--- src/rtl/glc_pkg.sv ---
// Shared types, codes and helpers for the graph text line classifier.
`default_nettype none

package glc_pkg;

    localparam int MAX_LINE_LEN_DEF = 4095;

    localparam logic [7:0] CH_NUL   = 8'h00;
    localparam logic [7:0] CH_NL    = 8'h0A;
    localparam logic [7:0] CH_SP    = 8'h20;
    localparam logic [7:0] CH_COLON = 8'h3A;
    localparam logic [7:0] CH_UNDER = 8'h5F;
    localparam logic [7:0] CH_DASH  = 8'h2D;

    localparam logic [15:0] RUN_MAX = 16'hFFFF;

    typedef enum logic [2:0] {
        KIND_REJECT = 3'd0,
        KIND_NODE   = 3'd1,
        KIND_EDGE   = 3'd2,
        KIND_ERROR  = 3'd3,
        KIND_EOL    = 3'd4,
        KIND_BLANK  = 3'd5
    } kind_t;

    typedef enum logic [1:0] {
        PH_START   = 2'd0,
        PH_CONTENT = 2'd1,
        PH_NEWLINE = 2'd2
    } phase_t;

    typedef enum logic [1:0] {
        N_EMPTY = 2'd0,
        N_WORD  = 2'd1,
        N_SPACE = 2'd2,
        N_DEAD  = 2'd3
    } node_t;

    typedef enum logic [3:0] {
        E_SP0    = 4'd0,
        E_SP1    = 4'd1,
        E_SP2    = 4'd2,
        E_SP3    = 4'd3,
        E_NEED_L = 4'd4,
        E_LWORD  = 4'd5,
        E_LSPACE = 4'd6,
        E_COLON  = 4'd7,
        E_NEED_R = 4'd8,
        E_RWORD  = 4'd9,
        E_RSPACE = 4'd10,
        E_DEAD   = 4'd11
    } edge_t;

    typedef struct packed {
        logic [7:0] text_byte;
        logic       node_allowed;
        logic       edge_allowed;
        logic       error_allowed;
        logic       eol_allowed;
        logic       blank_allowed;
    } in_t;

    typedef struct packed {
        kind_t       token_kind;
        logic [15:0] token_length;
        logic [11:0] line_length;
    } out_t;

    // result of one word, handed from the core to the output stage
    typedef struct packed {
        logic valid;
        out_t word;
    } res_t;

    function automatic logic word_byte(input logic [7:0] b);
        word_byte = (b >= "a" && b <= "z") || (b >= "A" && b <= "Z") ||
                    (b >= "0" && b <= "9") || b == CH_UNDER || b == CH_DASH;
    endfunction

endpackage

`default_nettype wire

--- src/rtl/glc_shape.sv ---
// Next-state logic of the node and edge line shape trackers for one byte.
`default_nettype none

module glc_shape (
    input  wire glc_pkg::node_t n_in,
    input  wire glc_pkg::edge_t e_in,
    input  wire logic [7:0]     b,
    output glc_pkg::node_t      n_out,
    output glc_pkg::edge_t      e_out
);
    import glc_pkg::*;

    logic w;
    logic sp;

    assign w  = word_byte(b);
    assign sp = (b == CH_SP);

    always_comb begin
        case (n_in)
            N_EMPTY, N_SPACE: n_out = w ? N_WORD : N_DEAD;
            N_WORD:           n_out = w ? N_WORD : (sp ? N_SPACE : N_DEAD);
            default:          n_out = N_DEAD;
        endcase
    end

    always_comb begin
        case (e_in)
            E_SP0:              e_out = sp ? E_SP1 : E_DEAD;
            E_SP1:              e_out = sp ? E_SP2 : E_DEAD;
            E_SP2:              e_out = sp ? E_SP3 : E_DEAD;
            E_SP3:              e_out = sp ? E_NEED_L : E_DEAD;
            E_NEED_L, E_LSPACE: e_out = w ? E_LWORD : E_DEAD;
            E_LWORD: begin
                if (w)                  e_out = E_LWORD;
                else if (sp)            e_out = E_LSPACE;
                else if (b == CH_COLON) e_out = E_COLON;
                else                    e_out = E_DEAD;
            end
            E_COLON:            e_out = sp ? E_NEED_R : E_DEAD;
            E_NEED_R, E_RSPACE: e_out = w ? E_RWORD : E_DEAD;
            E_RWORD:            e_out = w ? E_RWORD : (sp ? E_RSPACE : E_DEAD);
            default:            e_out = E_DEAD;
        endcase
    end

endmodule

`default_nettype wire

--- src/rtl/glc_core.sv ---
// Line state registers, line/newline-run sequencing and token classification.
`default_nettype none

module glc_core #(
    parameter int MAX_LINE_LEN = glc_pkg::MAX_LINE_LEN_DEF
) (
    input  wire logic        aclk,
    input  wire logic        aresetn,
    input  wire logic        adv,
    input  wire glc_pkg::in_t in_word,
    output glc_pkg::res_t    res
);
    import glc_pkg::*;

    localparam int CW = $clog2(MAX_LINE_LEN + 1);
    localparam logic [CW-1:0] CNT_MAX = CW'(MAX_LINE_LEN);

    phase_t        phase_reg, phase_next;
    logic [CW-1:0] cnt_reg, cnt_next;
    node_t         node_reg, node_next;
    edge_t         edge_reg, edge_next;
    logic [15:0]   run_reg, run_next;

    logic [7:0]    b;
    logic          in_content;
    logic          is_end;
    node_t         n_base, n_fed, n_cls;
    edge_t         e_base, e_fed, e_cls;
    logic [CW-1:0] cnt_base, cnt_fed, cnt_cls;
    logic [15:0]   cnt_wide;
    logic [16:0]   blank_sum;
    logic [15:0]   blank_len;
    out_t          cls_word;
    out_t          eol_word;
    out_t          blank_word;

    assign b          = in_word.text_byte;
    assign in_content = (phase_reg == PH_CONTENT);
    assign is_end     = (b == CH_NL) || (b == CH_NUL);

    // a fresh line starts from empty shapes
    assign n_base   = in_content ? node_reg : N_EMPTY;
    assign e_base   = in_content ? edge_reg : E_SP0;
    assign cnt_base = in_content ? cnt_reg : '0;
    assign cnt_fed  = cnt_base + CW'(1);

    glc_shape u_shape (
        .n_in  (n_base),
        .e_in  (e_base),
        .b     (b),
        .n_out (n_fed),
        .e_out (e_fed)
    );

    // terminator classifies the stored line, limit classifies the fed one
    assign n_cls    = (in_content && is_end) ? node_reg : n_fed;
    assign e_cls    = (in_content && is_end) ? edge_reg : e_fed;
    assign cnt_cls  = (in_content && is_end) ? cnt_reg  : cnt_fed;
    assign cnt_wide = 16'(cnt_cls);

    always_comb begin
        cls_word = '0;
        if (in_word.node_allowed && n_cls == N_WORD) begin
            cls_word.token_kind  = KIND_NODE;
            cls_word.line_length = cnt_wide[11:0];
        end else if (in_word.edge_allowed && e_cls == E_RWORD) begin
            cls_word.token_kind  = KIND_EDGE;
            cls_word.line_length = cnt_wide[11:0];
        end else if (in_word.error_allowed) begin
            cls_word.token_kind   = KIND_ERROR;
            cls_word.token_length = cnt_wide;
            cls_word.line_length  = cnt_wide[11:0];
        end else begin
            cls_word.token_kind = KIND_REJECT;
        end
    end

    assign blank_sum = {1'b0, run_reg} + 17'(b != CH_NUL);
    assign blank_len = blank_sum[16] ? RUN_MAX : blank_sum[15:0];

    always_comb begin
        eol_word   = '0;
        blank_word = '0;
        eol_word.token_kind = KIND_REJECT;
        blank_word.token_kind = KIND_REJECT;
        if (in_word.eol_allowed) begin
            eol_word.token_kind   = KIND_EOL;
            eol_word.token_length = 16'd1;
        end
        if (in_word.blank_allowed) begin
            blank_word.token_kind   = KIND_BLANK;
            blank_word.token_length = blank_len;
        end
    end

    always_comb begin
        phase_next = phase_reg;
        cnt_next   = cnt_reg;
        node_next  = node_reg;
        edge_next  = edge_reg;
        run_next   = run_reg;
        res        = '0;
        case (phase_reg)
            PH_CONTENT: begin
                if (is_end) begin
                    res.valid  = 1'b1;
                    res.word   = cls_word;
                    phase_next = (b == CH_NL) ? PH_NEWLINE : PH_START;
                    run_next   = (b == CH_NL) ? 16'd1 : 16'd0;
                end else begin
                    cnt_next  = cnt_fed;
                    node_next = n_fed;
                    edge_next = e_fed;
                    if (cnt_fed >= CNT_MAX) begin
                        res.valid  = 1'b1;
                        res.word   = cls_word;
                        phase_next = PH_START;
                    end
                end
            end
            PH_NEWLINE: begin
                if (b == CH_NL) begin
                    if (run_reg != RUN_MAX) run_next = run_reg + 16'd1;
                end else if (run_reg <= 16'd1) begin
                    res.valid = 1'b1;
                    res.word  = eol_word;
                    run_next  = '0;
                    if (b == CH_NUL) begin
                        phase_next = PH_START;
                    end else begin
                        cnt_next   = cnt_fed;
                        node_next  = n_fed;
                        edge_next  = e_fed;
                        phase_next = PH_CONTENT;
                    end
                end else begin
                    res.valid  = 1'b1;
                    res.word   = blank_word;
                    run_next   = '0;
                    phase_next = PH_START;
                end
            end
            default: begin
                phase_next = PH_START;
                if (b == CH_NL) begin
                    phase_next = PH_NEWLINE;
                    run_next   = 16'd1;
                end else if (b != CH_NUL) begin
                    cnt_next   = cnt_fed;
                    node_next  = n_fed;
                    edge_next  = e_fed;
                    phase_next = PH_CONTENT;
                    if (cnt_fed >= CNT_MAX) begin
                        res.valid  = 1'b1;
                        res.word   = cls_word;
                        phase_next = PH_START;
                    end
                end
            end
        endcase
    end

    always_ff @(posedge aclk) begin
        if (!aresetn) begin
            phase_reg <= PH_START;
            cnt_reg   <= '0;
            node_reg  <= N_EMPTY;
            edge_reg  <= E_SP0;
            run_reg   <= '0;
        end else if (adv) begin
            phase_reg <= phase_next;
            cnt_reg   <= cnt_next;
            node_reg  <= node_next;
            edge_reg  <= edge_next;
            run_reg   <= run_next;
        end
    end

endmodule

`default_nettype wire

--- src/rtl/graph_text_line_classifier_top.sv ---
// Top level of the graph text line classifier: handshake and result register.
//
//   channel | ports                    | word
//   --------+--------------------------+-------------------------------------
//   input   | s_valid s_ready s_data   | one text byte plus five allow bits
//   result  | m_valid m_ready m_data   | token kind, token length, line length
//
// While s_ready is high, one byte is taken per cycle. The byte is scanned
// and the line state is updated in the cycle it is accepted; a token, when
// the byte completes one, shows up on m_* in the next cycle from the result
// register. Reset (aresetn low at a clock edge) returns to line start and
// empties the result register; no clearing pass is needed.
// s_ready is high whenever the result register is empty or being drained,
// so a held result stalls the input only while m_ready stays low.
`default_nettype none

module graph_text_line_classifier_top #(
    parameter int MAX_LINE_LEN = glc_pkg::MAX_LINE_LEN_DEF
) (
    input  wire logic          aclk,
    input  wire logic          aresetn,
    input  wire logic          s_valid,
    output logic               s_ready,
    input  wire glc_pkg::in_t  s_data,
    output logic               m_valid,
    input  wire logic          m_ready,
    output glc_pkg::out_t      m_data
);
    import glc_pkg::*;

    logic accept;
    res_t res;
    logic m_valid_reg;
    out_t m_data_reg;

    // take a new byte whenever the result slot will be free at this edge
    assign s_ready = !m_valid_reg || m_ready;
    assign accept  = s_valid && s_ready;

    glc_core #(
        .MAX_LINE_LEN (MAX_LINE_LEN)
    ) u_core (
        .aclk    (aclk),
        .aresetn (aresetn),
        .adv     (accept),
        .in_word (s_data),
        .res     (res)
    );

    // result register: loads on accept, drops valid once taken
    always_ff @(posedge aclk) begin
        if (!aresetn) begin
            m_valid_reg <= 1'b0;
        end else if (accept) begin
            m_valid_reg <= res.valid;
        end else if (m_ready) begin
            m_valid_reg <= 1'b0;
        end
    end

    always_ff @(posedge aclk) begin
        if (accept && res.valid) begin
            m_data_reg <= res.word;
        end
    end

    assign m_valid = m_valid_reg;
    assign m_data  = m_data_reg;

endmodule

`default_nettype wire
--- config.mk ---
export PLATFORM = sky130hd
export DESIGN_NAME = graph_text_line_classifier_top
export DESIGN_NICKNAME = d
export VERILOG_FILES = /design/src/rtl/glc_pkg.sv /design/src/rtl/glc_shape.sv /design/src/rtl/glc_core.sv /design/src/rtl/graph_text_line_classifier_top.sv
export SDC_FILE = /design/constraint.sdc
export NUM_CORES = 1
export LEC_CHECK = 0
export BUFFER_PORTS_ARGS = -buffer_cell sky130_fd_sc_hd__buf_2
export CAP_MARGIN = 15
export CORE_AREA = 8 8 108 86
export DETAILED_ROUTE_END_ITERATION = 10
export DIE_AREA = 0 0 116 94
export PLACE_DENSITY = 0.81
export REMOVE_ABC_BUFFERS = 1
export SLEW_MARGIN = 40
export SYNTH_ARGS = -nofsm -noshare
export SYNTH_HDL_FRONTEND = slang
export SYNTH_SLANG_ARGS = --single-unit
--- constraint.sdc ---
create_clock -name aclk -period 5.6 [get_ports aclk]
set_clock_uncertainty 0.1 [all_clocks]
set_input_delay 0.56 -clock aclk [delete_from_list [all_inputs] [get_ports aclk]]
set_output_delay 0.56 -clock aclk [all_outputs]
set_load 0.005 [all_outputs]
==> metrics.yaml <==
ys_types: 61
core_area_um2: 7570
rows: 28
grt_pass1_wl_um: 17600
synth_top_flop_cell: "dfxtp_1"
path_delay_family: "simple AND/OR/NAND/NOR gates"
final_common_cell: "buf_2"
power_density_nw_per_um2: 213
vias: 3859
grt_start_max_net_pins: 32
drt_iter0_drc: 418
ys_warn_count: 0
ctsHoldBuffers: 0
r2r_setup_slack_ns: 1.91
worstHoldStart: "u_core.phase_reg[1]"
htreeDepth: 3
drtAntennaViolNets: 0
grt_pass1_vias: 3494
clockRootBuffer: "clkbuf_8"
status: "finished, final reports clean"
async_reset_ff_frac: 0
cts_resized: 0
io_pins: 50
post-cts-setup-buffers: 0
start_kind: "flip-flop"
wl_met3_um: 984
grt_usage: 0.203
crit_path_max_fanout: 31
drc_errors: 0
top_layer_used: "met4"
fmax_mhz: 271
clock_path_buffers: 2
antenna_cells: 0
place_congestion: 0.927
initial_core_util: 0.571
cts_made_buffers: 9
setup_viol: 0
clk_latency_ns: 0.36
cp.arrival_ns: 3.61
path_buf_inv: 2
worst_slew_pin_slew_ns: 0.702
maxCapViolCount: 0
antenna_found_initial: 0
cp.required_ns: 5.52
multi_input_area_um2: 2430
largest_reg_flops: 31
seq_area_um2: 1670
totalWireLength_um: 10900
power.leakage_nw: 1.73
reg2reg_depth: 11
die_x_um: 116
ys_seq_area_frac: 0.387
grt_remaining_overflow: 0
clk_pin_slew_ns: 0.07
min_period_ns: 3.69
met2_length_um: 4700
syn_area_um2: 4320
max_slew_margin: 0.532
wl_per_cell_um: 17.2
viasPerCell: 6.10
min_path_type: "flip-flop to flip-flop"
first_pass_iters: 5
pre_cts_slack_ns: 1.98
max_stage_delay_ns: 0.36
drv_slew: 0
min_period_over_period: 0.658
final_cell_mix: "buf_2, nor2_1, nand2_1"
holdPathEnd: "u_core.phase_reg[1]"
ir_drop_v: 0.000104
die_y_um: 94
holdPathStages: 2
nets: 549
synth_seq_cells: 68
worstSetupPathType: "flip-flop to flip-flop"
cts_tree: "built"
r2r-start: "u_core.phase_reg[0]"
reg2reg_to: "m_data[8]"
final_layout_size_suffix_gt1_frac: 0.165
met1_length_um: 5020
fillerInstances: 663
setup_ws_ns: 1.91
crit_path_end_kind: "flip-flop"
portBuffers: 49
grt_setup_unrepaired: "false"
dp_hpwl_um: 7860
finalPower_mw: 1.02
setup_tns_ns: 0
syn_avg_cell_area_um2: 8.73
slowest_stage: "dfxtp_1"
crit_chain: "ha_1 > buf_4 > and2_1 > ha_1 > nand3_1 > or3_1 > a221oi_1 > and4_1 > o21ai_4 > a21oi_2 > buf_4"
cts.sinks: 68
synth_edf_count: 31
hold_viol_final: 0
netlist_instances: 495
die-area_um2: 10900
area_growth_pct: 10.5
## tightest hold or removal path, delay by kind of cell (launching register included)
family           cells  cell delay (ns)
multiplexers         1             0.05
flip-flops           1             0.33
AND/OR/NAND/NOR      1             0.05
## cells by family (layout without fill, tap and decap cells)
logic type | Yosys count | count (layout) | synth area share
muxes | 14 | 14 | 0.0324
adders and majority gates | 9 | 9 | 0.0261
buffers and inverters | 53 | 86 | 0.0524
and+or+nand+nor | 219 | 219 | 0.271
xor gates and xnor gates | 29 | 29 | 0.0588
AOI/OAI and AO/OA | 103 | 103 | 0.173
DFF | 68 | 68 | 0.387
## Yosys cell counts, types with 6 or more instances
cell / instances / area, µm²
nor2_1: 45 / 169
nand2_1: 43 / 161
dfxtp_1: 37 / 741
edfxtp_1: 31 / 931
nor3_1: 30 / 150
clkbuf_1: 26 / 97.6
o21ai_0: 23 / 115
nand3_1: 21 / 105
xnor2_1: 21 / 184
inv_1: 16 / 60.1
a21oi_1: 15 / 75.1
mux2i_1: 14 / 140
a21boi_0: 11 / 82.6
and2_1: 10 / 62.6
nand4_1: 10 / 62.6
and3_1: 9 / 56.3
ha_1: 9 / 113
o32ai_1: 8 / 70.1
xor2_1: 8 / 70.1
buf_2: 7 / 35.0
nor2b_1: 7 / 43.8
nor4_1: 7 / 43.8
or3_1: 7 / 43.8
a211o_1: 6 / 52.6
nand2b_1: 6 / 37.5
## layout make-up
| class | count | share of cell area |
|---|---|---|
| clock inverters | 4 | 0.00577 |
| repair buffers | 54 | 0.0592 |
| clock buffers | 12 | 0.0351 |
| flip-flops and latches | 68 | 0.350 |
| multi-input cells | 374 | 0.510 |
| inverters | 16 | 0.0126 |
| well taps | 105 | 0.0275 |
## report_power, final
| part | switching [mW] | internal, mW | leakage [nW] | total (mW) |
|---|---|---|---|---|
| logic | 0.0541 | 0.0320 | 1.04 | 0.0861 |
| clock network | 0.200 | 0.203 | 0.106 | 0.403 |
| registers | 0.00958 | 0.520 | 0.587 | 0.529 |
| total | 0.263 | 0.755 | 1.73 | 1.02 |
## stage by stage
| step | instance area, µm² | util | hold slack, ns | cells |
|---|---|---|---|---|
| 6_report | 4770 | 0.631 | 0.382 | 633 |
| 5_1_grt | 4770 | 0.631 | 0.427 | 633 |
| 4_1_cts | 4770 | 0.631 | 0.385 | 633 |
| 3_5_place_dp | 4580 | 0.605 | 0.374 | 617 |
| 3_3_place_gp | 4570 | 0.604 | 0.368 | 617 |
| 2_1_floorplan | 4150 | - | 0.351 | 458 |
## routing by layer
layer | vias to the layer above | global-route usage
li1 | 1861 | -
met1 | 1799 | 0.287
met2 | 183 | 0.297
met3 | 16 | 0.0437
met4 | 0 | 0.0667
met5 | - | 0
## worst max-delay path by stage
stage                 endpoint  slack [ns]           startpoint  depth (start not counted)
global route        m_data[21]        1.67  u_core.phase_reg[1]                         12
floorplan            m_data[0]        0.89  u_core.phase_reg[1]                         10
finish               m_data[8]        1.91  u_core.phase_reg[0]                         11
detailed placement  m_data[25]        1.98  u_core.phase_reg[0]                         11
CTS                 m_data[25]        1.95  u_core.phase_reg[0]                         11
global placement    m_data[24]        2.06  u_core.phase_reg[1]                         12
No activity file was read; power rests on OpenSTA's default activity.
